File: config.mk
export PLATFORM = sky130hd
export DESIGN_NAME = line_voxel_rasterizer_3d_core
export DESIGN_NICKNAME = d
export VERILOG_FILES = /design/src/design/lvr3_pkg.sv /design/src/design/line_voxel_rasterizer_3d_core.sv /design/src/design/lvr3_front.sv /design/src/design/lvr3_queue.sv /design/src/design/lvr3_back.sv
export SDC_FILE = /design/constraint.sdc
export NUM_CORES = 1
export LEC_CHECK = 0
export BUFFER_PORTS_ARGS = -buffer_cell sky130_fd_sc_hd__buf_2
export CORE_MARGIN = 2
export CORE_UTILIZATION = 56
export CTS_CLUSTER_SIZE = 16
export DETAILED_ROUTE_END_ITERATION = 12
export PLACE_DENSITY = 0.75
export RECOVER_POWER = 25
export SLEW_MARGIN = 5
export SYNTH_ARGS = -nofsm -noshare
export SYNTH_HDL_FRONTEND = slang
export SYNTH_HIERARCHICAL = 1
export SYNTH_SLANG_ARGS = --single-unit
File: constraint.sdc
create_clock -name clk -period 6.65 [get_ports clk]
set_input_delay 1.6625 -clock clk [delete_from_list [all_inputs] [get_ports clk]]
set_output_delay 1.6625 -clock clk [all_outputs]
set_load 0.02 [all_outputs]
File: src/design/lvr3_pkg.sv
// ----------------------------------------------------------------------------
// lvr3_pkg
// Shared types and constants of the 3d voxel line rasterizer.
// ----------------------------------------------------------------------------
`default_nettype none

package lvr3_pkg;

  // width of a coordinate field on the ports
  localparam int FIELD_BITS = 6;
  // coordinate bits actually used (2 to FIELD_BITS)
  localparam int COORD_BITS = 6;
  // error term width, two's complement
  localparam int ERR_W      = COORD_BITS + 3;
  // bytes-rounded stream widths
  localparam int IN_DATA_W  = 48;
  localparam int OUT_DATA_W = 32;
  localparam int PAINT_W    = 8;
  // command queue depth
  localparam int QUEUE_DEPTH = 2;
  localparam int QPTR_W      = $clog2(QUEUE_DEPTH);
  localparam int QCNT_W      = $clog2(QUEUE_DEPTH + 1);

  typedef enum logic [1:0] {
    AXIS_X = 2'd0,
    AXIS_Y = 2'd1,
    AXIS_Z = 2'd2
  } axis_t;

  typedef enum logic {
    BK_IDLE = 1'b0,
    BK_WALK = 1'b1
  } back_state_t;

  typedef logic [COORD_BITS-1:0] coord_t;

  // one classified line command
  typedef struct packed {
    coord_t [2:0]                start;
    logic   [2:0]                neg;
    axis_t                       maj;
    axis_t                       mi1;
    axis_t                       mi2;
    coord_t                      len;
    coord_t                      da1;
    coord_t                      da2;
    logic signed [ERR_W-1:0]     ea;
    logic signed [ERR_W-1:0]     eb;
    logic [PAINT_W-1:0]          paint;
  } cmd_t;

  // queue status toward front and back
  typedef struct packed {
    logic full;
    logic empty;
  } q_status_t;

endpackage

`default_nettype wire

File: src/design/line_voxel_rasterizer_3d_core.sv
// ----------------------------------------------------------------------------
// line_voxel_rasterizer_3d_core
// 3d integer line rasterizer: one command in, one word per voxel out.
// ----------------------------------------------------------------------------
//
//   channel  dir  word                                     last
//   in_      in   start xyz, end xyz, paint                -
//   out_     out  voxel xyz, paint                         final voxel
//
// a line of length L (largest absolute delta) gives L+1 voxel words, up to
// 64, after the walker has loaded the command from the queue.
// the front classifies in the accept cycle; a two-entry command queue
// lets new commands be taken while a line is being walked.
// rst_n is synchronous, active low; it empties the queue and the output.
// out_tready low while a word waits holds the output word and the walker in place.
// ----------------------------------------------------------------------------
`default_nettype none

module line_voxel_rasterizer_3d_core (
  input  wire logic                              clk,
  input  wire logic                              rst_n,
  input  wire logic                              in_tvalid,
  output logic                                   in_tready,
  // start_x, start_y, start_z, end_x, end_y, end_z, paint, zero fill
  input  wire logic [lvr3_pkg::IN_DATA_W-1:0]    in_tdata,
  output logic                                   out_tvalid,
  input  wire logic                              out_tready,
  // voxel_x, voxel_y, voxel_z, voxel_paint, zero fill
  output logic [lvr3_pkg::OUT_DATA_W-1:0]        out_tdata,
  output logic                                   out_tlast
);

  lvr3_pkg::q_status_t q_status;
  lvr3_pkg::cmd_t      push_cmd;
  lvr3_pkg::cmd_t      pop_cmd;
  logic                push;
  logic                pop;

  // classify incoming commands
  lvr3_front u_front (
    .in_tvalid (in_tvalid),
    .in_tready (in_tready),
    .in_tdata  (in_tdata),
    .q_status  (q_status),
    .push      (push),
    .push_cmd  (push_cmd)
  );

  // command queue
  lvr3_queue u_queue (
    .clk      (clk),
    .rst_n    (rst_n),
    .push     (push),
    .push_cmd (push_cmd),
    .pop      (pop),
    .pop_cmd  (pop_cmd),
    .q_status (q_status)
  );

  // voxel walker
  lvr3_back u_back (
    .clk        (clk),
    .rst_n      (rst_n),
    .q_status   (q_status),
    .pop_cmd    (pop_cmd),
    .pop        (pop),
    .out_tvalid (out_tvalid),
    .out_tready (out_tready),
    .out_tdata  (out_tdata),
    .out_tlast  (out_tlast)
  );

endmodule

`default_nettype wire

File: src/design/lvr3_front.sv
// ----------------------------------------------------------------------------
// lvr3_front
// Takes line commands, finds deltas, signs, major axis and start error terms.
// ----------------------------------------------------------------------------
`default_nettype none

module lvr3_front (
  input  wire logic                              in_tvalid,
  output logic                                   in_tready,
  input  wire logic [lvr3_pkg::IN_DATA_W-1:0]    in_tdata,
  input  wire lvr3_pkg::q_status_t               q_status,
  output logic                                   push,
  output lvr3_pkg::cmd_t                         push_cmd
);

  lvr3_pkg::coord_t [2:0] p;
  lvr3_pkg::coord_t [2:0] e;
  lvr3_pkg::coord_t [2:0] a;
  logic [2:0]             neg;
  lvr3_pkg::axis_t        maj;
  lvr3_pkg::axis_t        mi1;
  lvr3_pkg::axis_t        mi2;
  lvr3_pkg::coord_t       len;
  lvr3_pkg::coord_t       da1;
  lvr3_pkg::coord_t       da2;

  // handshake into the queue
  assign in_tready = !q_status.full;
  assign push      = in_tvalid && !q_status.full;

  // unpack endpoints, keep the low coordinate bits, absolute deltas
  always_comb begin
    for (int k = 0; k < 3; k++) begin
      p[k]   = in_tdata[k*lvr3_pkg::FIELD_BITS +: lvr3_pkg::COORD_BITS];
      e[k]   = in_tdata[(k+3)*lvr3_pkg::FIELD_BITS +: lvr3_pkg::COORD_BITS];
      neg[k] = e[k] < p[k];
      a[k]   = neg[k] ? (p[k] - e[k]) : (e[k] - p[k]);
    end
  end

  // major axis, ties to x then y
  always_comb begin
    if (a[0] >= a[1] && a[0] >= a[2]) begin
      maj = lvr3_pkg::AXIS_X;
      mi1 = lvr3_pkg::AXIS_Y;
      mi2 = lvr3_pkg::AXIS_Z;
      len = a[0];
      da1 = a[1];
      da2 = a[2];
    end else if (a[1] >= a[2]) begin
      maj = lvr3_pkg::AXIS_Y;
      mi1 = lvr3_pkg::AXIS_X;
      mi2 = lvr3_pkg::AXIS_Z;
      len = a[1];
      da1 = a[0];
      da2 = a[2];
    end else begin
      maj = lvr3_pkg::AXIS_Z;
      mi1 = lvr3_pkg::AXIS_Y;
      mi2 = lvr3_pkg::AXIS_X;
      len = a[2];
      da1 = a[1];
      da2 = a[0];
    end
  end

  // classified command
  always_comb begin
    push_cmd.start = p;
    push_cmd.neg   = neg;
    push_cmd.maj   = maj;
    push_cmd.mi1   = mi1;
    push_cmd.mi2   = mi2;
    push_cmd.len   = len;
    push_cmd.da1   = da1;
    push_cmd.da2   = da2;
    push_cmd.ea    = signed'({2'b00, da1, 1'b0}) - signed'({3'b000, len});
    push_cmd.eb    = signed'({2'b00, da2, 1'b0}) - signed'({3'b000, len});
    push_cmd.paint = in_tdata[6*lvr3_pkg::FIELD_BITS +: lvr3_pkg::PAINT_W];
  end

endmodule

`default_nettype wire

File: src/design/lvr3_queue.sv
// ----------------------------------------------------------------------------
// lvr3_queue
// Short command queue between the classifying front and the walking back.
// ----------------------------------------------------------------------------
`default_nettype none

module lvr3_queue (
  input  wire logic                 clk,
  input  wire logic                 rst_n,
  input  wire logic                 push,
  input  wire lvr3_pkg::cmd_t       push_cmd,
  input  wire logic                 pop,
  output lvr3_pkg::cmd_t            pop_cmd,
  output lvr3_pkg::q_status_t       q_status
);

  lvr3_pkg::cmd_t                   mem_r [lvr3_pkg::QUEUE_DEPTH];
  logic [lvr3_pkg::QPTR_W-1:0]      wr_ptr_r;
  logic [lvr3_pkg::QPTR_W-1:0]      rd_ptr_r;
  logic [lvr3_pkg::QCNT_W-1:0]      cnt_r;

  assign q_status.full  = cnt_r == lvr3_pkg::QCNT_W'(lvr3_pkg::QUEUE_DEPTH);
  assign q_status.empty = cnt_r == '0;
  assign pop_cmd        = mem_r[rd_ptr_r];

  // entry storage
  always_ff @(posedge clk) begin
    if (push) begin
      mem_r[wr_ptr_r] <= push_cmd;
    end
  end

  // pointers and fill count
  always_ff @(posedge clk) begin
    if (!rst_n) begin
      wr_ptr_r <= '0;
      rd_ptr_r <= '0;
      cnt_r    <= '0;
    end else begin
      if (push) begin
        wr_ptr_r <= (wr_ptr_r == lvr3_pkg::QPTR_W'(lvr3_pkg::QUEUE_DEPTH - 1)) ?
                    '0 : wr_ptr_r + 1'b1;
      end
      if (pop) begin
        rd_ptr_r <= (rd_ptr_r == lvr3_pkg::QPTR_W'(lvr3_pkg::QUEUE_DEPTH - 1)) ?
                    '0 : rd_ptr_r + 1'b1;
      end
      if (push && !pop) begin
        cnt_r <= cnt_r + 1'b1;
      end else if (pop && !push) begin
        cnt_r <= cnt_r - 1'b1;
      end
    end
  end

endmodule

`default_nettype wire

File: src/design/lvr3_back.sv
// ----------------------------------------------------------------------------
// lvr3_back
// Walks one line a voxel per cycle, while the output slot is free, into a registered output word.
// ----------------------------------------------------------------------------
`default_nettype none

module lvr3_back (
  input  wire logic                              clk,
  input  wire logic                              rst_n,
  input  wire lvr3_pkg::q_status_t               q_status,
  input  wire lvr3_pkg::cmd_t                    pop_cmd,
  output logic                                   pop,
  output logic                                   out_tvalid,
  input  wire logic                              out_tready,
  output logic [lvr3_pkg::OUT_DATA_W-1:0]        out_tdata,
  output logic                                   out_tlast
);

  lvr3_pkg::back_state_t       state_r;
  lvr3_pkg::back_state_t       state_nxt;
  lvr3_pkg::cmd_t              cmd_r;
  lvr3_pkg::coord_t [2:0]      cur_r;
  lvr3_pkg::coord_t [2:0]      cur_nxt;
  logic signed [lvr3_pkg::ERR_W-1:0] ea_r;
  logic signed [lvr3_pkg::ERR_W-1:0] eb_r;
  logic signed [lvr3_pkg::ERR_W-1:0] ea_nxt;
  logic signed [lvr3_pkg::ERR_W-1:0] eb_nxt;
  logic signed [lvr3_pkg::ERR_W-1:0] twice_len;
  lvr3_pkg::coord_t            left_r;
  logic                        load;
  logic                        emit;
  logic                        slot_free;
  logic                        adv;
  logic                        out_valid_r;
  lvr3_pkg::coord_t [2:0]      out_xyz_r;
  logic [lvr3_pkg::PAINT_W-1:0] out_paint_r;
  logic                        out_last_r;

  assign slot_free = !out_valid_r || out_tready;
  assign pop       = load;

  // walk sequencer
  always_comb begin
    state_nxt = state_r;
    load      = 1'b0;
    emit      = 1'b0;
    case (state_r)
      lvr3_pkg::BK_IDLE: begin
        if (!q_status.empty) begin
          load      = 1'b1;
          state_nxt = lvr3_pkg::BK_WALK;
        end
      end
      lvr3_pkg::BK_WALK: begin
        if (slot_free) begin
          emit = 1'b1;
          if (left_r == '0) begin
            state_nxt = lvr3_pkg::BK_IDLE;
          end
        end
      end
      default: begin
        state_nxt = lvr3_pkg::BK_IDLE;
      end
    endcase
  end

  // one line step: major axis always, minors on positive error
  always_comb begin
    twice_len = signed'({2'b00, cmd_r.len, 1'b0});
    ea_nxt    = ea_r + signed'({2'b00, cmd_r.da1, 1'b0});
    eb_nxt    = eb_r + signed'({2'b00, cmd_r.da2, 1'b0});
    if (ea_r > 0) begin
      ea_nxt = ea_nxt - twice_len;
    end
    if (eb_r > 0) begin
      eb_nxt = eb_nxt - twice_len;
    end
    for (int k = 0; k < 3; k++) begin
      adv = (cmd_r.maj == lvr3_pkg::axis_t'(2'(k))) ||
            (cmd_r.mi1 == lvr3_pkg::axis_t'(2'(k)) && ea_r > 0) ||
            (cmd_r.mi2 == lvr3_pkg::axis_t'(2'(k)) && eb_r > 0);
      if (!adv) begin
        cur_nxt[k] = cur_r[k];
      end else if (cmd_r.neg[k]) begin
        cur_nxt[k] = cur_r[k] - 1'b1;
      end else begin
        cur_nxt[k] = cur_r[k] + 1'b1;
      end
    end
  end

  // control registers
  always_ff @(posedge clk) begin
    if (!rst_n) begin
      state_r     <= lvr3_pkg::BK_IDLE;
      out_valid_r <= 1'b0;
    end else begin
      state_r <= state_nxt;
      if (emit) begin
        out_valid_r <= 1'b1;
      end else if (out_tready) begin
        out_valid_r <= 1'b0;
      end
    end
  end

  // walker datapath and output word
  always_ff @(posedge clk) begin
    if (load) begin
      cmd_r  <= pop_cmd;
      cur_r  <= pop_cmd.start;
      ea_r   <= pop_cmd.ea;
      eb_r   <= pop_cmd.eb;
      left_r <= pop_cmd.len;
    end else if (emit) begin
      cur_r  <= cur_nxt;
      ea_r   <= ea_nxt;
      eb_r   <= eb_nxt;
      left_r <= left_r - 1'b1;
    end
    if (emit) begin
      out_xyz_r   <= cur_r;
      out_paint_r <= cmd_r.paint;
      out_last_r  <= left_r == '0;
    end
  end

  // output word: x, y, z, paint from the lowest bit up
  assign out_tvalid = out_valid_r;
  assign out_tlast  = out_last_r;
  assign out_tdata  = lvr3_pkg::OUT_DATA_W'({
                        out_paint_r,
                        lvr3_pkg::FIELD_BITS'(out_xyz_r[2]),
                        lvr3_pkg::FIELD_BITS'(out_xyz_r[1]),
                        lvr3_pkg::FIELD_BITS'(out_xyz_r[0])});

endmodule

`default_nettype wire
==> results of run 1 <==
cells in the mapped netlist, types with 13 or more instances:
cell	count
ha_1	93
nand2_1	45
fa_1	13
a21oi_1	73
nor3_1	17
mux2i_1	28
a21o_1	27
xnor2_1	32
mux2_2	73
edfxtp_1	246
xor2_1	25
inv_1	100
nor2_1	64
buf_4	39
and2_1	14
o21ai_0	47
metal layers:
| layer | global-route usage (%) | share of wire, % | wire length [microns] |
|---|---|---|---|
| met4 | 5.67 | 2.0 | 544 |
| met2 | 35.6 | 49 | 13100 |
| met5 | 0 | 0 | 0 |
| met3 | 2.09 | 4.1 | 1100 |
| met1 | 28.0 | 45 | 12000 |
registers in the layout (all words and copies together) (netlist names), named ones only:
register / cells
u_back/cmd_r: 35
u_back/out_tlast: 1
u_back/ea_r: 9
u_back/state_r: 1
u_back/out_tvalid: 1
u_queue/rd_ptr_r: 1
u_back/cur_r: 18
u_back/eb_r: 9
u_queue/cnt_r: 2
u_back/left_r: 6
u_back/out_paint_r: 8
u_queue/mem_r: 142
u_queue/wr_ptr_r: 1
u_back/out_tdata: 18
logic make-up after synthesis:
kind of cell	after synthesis	synth area share [%]
adders and majority gates	110	10.5
AOI/OAI and AO/OA	233	11.1
muxes	105	8.26
buffers and inverters	170	6.25
other	2	0.0535
and+or+nand+nor	188	6.45
DFF	253	53.7
xor gates and xnor gates	59	3.79
final timing paths:
check	to	from
max reg2reg	u_back/eb_r[6]$_DFFE_PP_	flip-flop
min reg2reg	u_back/out_paint_r[7]$_DFFE_PP_	u_back/cmd_r[7]$_DFFE_PP_
max	u_queue/mem_r[1][14]$_DFFE_PP_	in_tdata[12]
min	u_back/out_paint_r[7]$_DFFE_PP_	u_back/cmd_r[7]$_DFFE_PP_
metrics by stage:
stage	setup WS (ps)	hold slack, ps
floorplan	183	400
CTS	375	418
global placement	23.5	401
global route	6.70	421
detailed placement	-113	405
finish	363	412
worst max-delay path: stages:
cell and delay [ps]:
clkbuf_1 180, ha_1 210, inv_1 60, fa_1 420, a211oi_2 230, o21bai_2 130, a21oi_4 170, buf_4 180
mux2i_1 370, xor2_2 250, ha_1 270, nand2_1 50, o21ai_0 90, maj3_2 350, buf_12 150, a21oi_4 120
mux2i_1 290, xor2_1 190, ha_1 210, a221oi_2 50, o31ai_1 410, a31oi_1 150, o311a_1 320
layout by cell type, fill, tap and decap left out, types with 13 or more instances in the layout:
cell type    n
o21ai_0     46
mux2i_1     27
nor3_1      17
a21oi_1     73
buf_4       61
nand2_1     45
edfxtp_1   246
xor2_1      24
buf_2       59
inv_1      100
clkbuf_1    20
a21o_1      27
nor2_1      64
fa_1        13
ha_1        93
xnor2_1     32
clkbuf_16   25
mux2_2      64
cell type report:
cell class | count | area share (%)
Sequential cell | 253 | 48.1
Clock inverter | 17 | 1.22
Inverter | 102 | 2.45
Clock buffer | 27 | 4.05
Tap cell | 324 | 2.59
Multi-Input combinational cell | 703 | 36.2
Timing Repair Buffer | 139 | 5.37
what timing repair did:
action	CTS	global route
buffers inserted	0	1
hold endpoints to repair	0	0
resized for setup	0	3
endpoints found under the setup margin	0	2
==> flow_summary.json, run 1 <==
{
  "status": "finished, violations left",
  "violations": "capacitance limit, slew limit",
  "post-route-period-util_pct": 94.5,
  "critPathMaxFanout": 6,
  "crit_arrival_ps": 6540,
  "tightest_slew_ps": 3160,
  "avgRoutedWirePerCell_microns": 17.1,
  "place_area_sq_um": 14800,
  "cts_buffers": 24,
  "synth_area_leaders": "edfxtp_1 53%, ha_1 8.3%, mux2_2 5.9%",
  "worstRegToRegCells": 3,
  "slew_headroom_pct": -111,
  "critPathCaptureType": "flip-flop",
  "io_pins": 87,
  "cts.htree.levels": 1,
  "root_buffer": "clkbuf_16",
  "grt_pass1_vias": 8709,
  "max_freq_mhz": 159,
  "drt_iter0_drc": 394,
  "grt_setup_unrepaired": "no",
  "drt_pre_antenna_iters": 5,
  "fin_nets": 1381,
  "cp.required_ps": 6900,
  "antenna_cells": 0,
  "ys_seq_area_share_pct": 53.7,
  "dpl.cell_count": 1520,
  "clk_pin_slew_ps": 60,
  "fin_area_sq_um": 15600,
  "tns_ps": 0,
  "setup_viol": 0,
  "ff_latch_area_sq_um": 7530,
  "post_drt_via_cell_ratio": 5.58,
  "utilization_pct": 64.0,
  "syn-cell-area_sq_um": 14000,
  "ctsHoldBuffers": 0,
  "die_h_microns": 162,
  "io_buffers": 76,
  "period_minus_slack_ps": 6290,
  "die_area_sq_um": 26300,
  "drive_gt1_share_pct": 20.8,
  "antenna_found_initial": 0,
  "cp-start-kind": "input port",
  "cts_buffer_depth": 3,
  "wl_mm": 26.7,
  "area_delta_synth_final_pct": 11.6,
  "grt_max_degree": 68,
  "min_path_type": "reg -> reg",
  "setup.worst_path.class": "in -> reg",
  "initial_core_util_pct": 57.3,
  "avgSynthCellArea_sq_um": 12.5,
  "die_w_microns": 162,
  "cts_sinks": 253,
  "yosys.area.top_type": "edfxtp_1",
  "fill_cells": 1841,
  "yosys_warnings": 6,
  "rows": 57,
  "reg2reg_slack_ps": 2260,
  "insertion_delay_ps": 510,
  "core_region_area_sq_um": 24500,
  "synth_seq_cells": 253,
  "dpl.hpwl_mm": 18.9,
  "multi_input_area_sq_um": 5660,
  "skew_ps": 13.5,
  "ant_nets": 0,
  "maxCapViolations": 1,
  "grt_pass1_wl_mm": 43.6,
  "track_usage_pct": 20.6,
  "syn_inst": 1120,
  "gp_congestion": 0.863,
  "synth-main-ff-cell": "edfxtp_1",
  "synth-edff-count": 246,
  "vias": 8732,
  "min_path_cells": 0,
  "drv_slew": 55,
  "cts_tree": "done",
  "overflow": 0,
  "post_synth_num_cell_types": 76,
  "hold_violations": 0,
  "async_flop_share_pct": 0,
  "synth_top_area_share_pct": 52.7,
  "final_cells": 1565,
  "drc": 0
}
Power of run 1 is left out: the tool's default activity adds up to more than one toggle a clock period on the data nets, which glitch-free logic cannot reach.
==> inputs of run 2 (changes only) <==
CTS_BUF_LIST = sky130_fd_sc_hd__clkbuf_8   (was unset)
==> flow_summary.json, run 2 (synthesized netlist as in run 1, its figures left out) <==
{
  "clk_pin_slew_ps": 60,
  "grt_max_degree": 68,
  "min_path_type": "reg -> reg",
  "place_area_sq_um": 14800,
  "die_h_microns": 162,
  "fin_nets": 1395,
  "setup.worst_path.class": "in -> reg",
  "cp.required_ps": 6960,
  "drive_gt1_share_pct": 21.3,
  "core_region_area_sq_um": 24500,
  "slew_headroom_pct": -111,
  "area_delta_synth_final_pct": 10.3,
  "largest-register": "u_queue/mem_r",
  "rows": 57,
  "ant_nets": 0,
  "crit_top_cell": "buf_4",
  "avgRoutedWirePerCell_microns": 16.9,
  "period_minus_slack_ps": 6240,
  "reg2reg_slack_ps": 2250,
  "setup_viol": 0,
  "insertion_delay_ps": 530,
  "min-delay-start": "u_back/cmd_r[5]$_DFFE_PP_",
  "post_drt_via_cell_ratio": 5.57,
  "gp_congestion": 0.863,
  "vias": 8804,
  "die_w_microns": 162,
  "cts.htree.levels": 2,
  "cts_buffer_depth": 3,
  "grt_setup_unrepaired": "no",
  "crit_arrival_ps": 6550,
  "cts_buffers": 39,
  "critPathMaxStageDelay_ps": 430,
  "maxCapViolations": 1,
  "critPathMaxFanout": 5,
  "crit_path_top_delay_cell": "fa_1",
  "pre_cts_ws_ps": -113,
  "skew_ps": 23.9,
  "io_buffers": 76,
  "io_pins": 87,
  "die_area_sq_um": 26300,
  "cts_tree": "done",
  "drt_iter0_drc": 484,
  "overflow": 0,
  "antenna_cells": 0,
  "drt_pre_antenna_iters": 5,
  "final_common_cell": "edfxtp_1",
  "violations": "capacitance limit, slew limit",
  "dpl.cell_count": 1520,
  "critical_path.startpoint": "in_tdata[24]",
  "critPathCaptureType": "flip-flop",
  "cp-start-kind": "input port",
  "grt_pass1_vias": 8779,
  "tightest_slew_ps": 3170,
  "post-route-period-util_pct": 93.8,
  "hold_violations": 0,
  "root_buffer": "clkbuf_8",
  "largest_reg_flops": 142,
  "status": "finished, violations left",
  "wl_mm": 26.7,
  "max_freq_mhz": 160,
  "final_cells": 1582,
  "cts_sinks": 253,
  "drv_slew": 55,
  "drc": 0,
  "final.setup.worst_slack_ps": 413,
  "antenna_found_initial": 0,
  "dpl.hpwl_mm": 18.9,
  "final_cell_mix": "246 x edfxtp_1, 108 x inv_1, 93 x ha_1",
  "top_regs": "u_queue/mem_r (142), u_back/cmd_r (35)",
  "initial_core_util_pct": 57.3,
  "grt_pass1_wl_mm": 43.6,
  "fin_area_sq_um": 15500,
  "track_usage_pct": 20.7
}
## run 2: cell count changes in the layout (fill, tap and decap cells not counted), sizes merged
cell and delta:
inv +9, clkinv -2, bufinv -3, clkbuf +11
buf +2
## run 2: routing by layer
metal  vias up  global-route usage, %  share of wire (%)
met1      4232                   28.1                 45
met4         0                   7.00                2.4
met5         -                      0                  0
met3        51                   2.40                4.7
met2       231                   35.0                 48
li1       4290                      -                  -
## run 2: worst paths after layout
check / end / depth (start not counted)
max: u_queue/mem_r[1][23]$_DFFE_PP_ / 26
min: u_back/out_paint_r[5]$_DFFE_PP_ / 0
max reg2reg: u_back/eb_r[6]$_DFFE_PP_ / 3
min reg2reg: u_back/out_paint_r[5]$_DFFE_PP_ / 0
## run 2: area by class of cell
type,count,area [sq um]
tap,324,405
timing repair buffer,138,825
fill,1881,8990
sequential,253,7530
multi-input combinational,703,5650
inverter,102,383
clock inverter,21,118
clock buffer,41,564
## run 2: per-stage QoR
| step | TNS, ps | utilization, % | hold WS (ps) |
|---|---|---|---|
| 2_1_floorplan | 0 | - | 400 |
| 3_3_place_gp | 0 | 60.6 | 401 |
| 3_5_place_dp | -832 | 60.6 | 405 |
| 4_1_cts | 0 | 63.4 | 416 |
| 5_1_grt | 0 | 63.2 | 425 |
| 6_report | 0 | 63.2 | 420 |
## run 2: critical path, delay by kind of cell
family                     cells  cell delay (ps)
buffers and inverters          8              950
muxes                          2              550
AOI/OAI and AO/OA             12             2290
adders and majority gates      4             1120
## run 2: what timing repair did
action,in CTS,in global routing
setup endpoints to repair,0,2
buffers inserted,0,0
resized for setup,0,0
hold buffers,0,0
Power of run 2 is left out for the same reason.
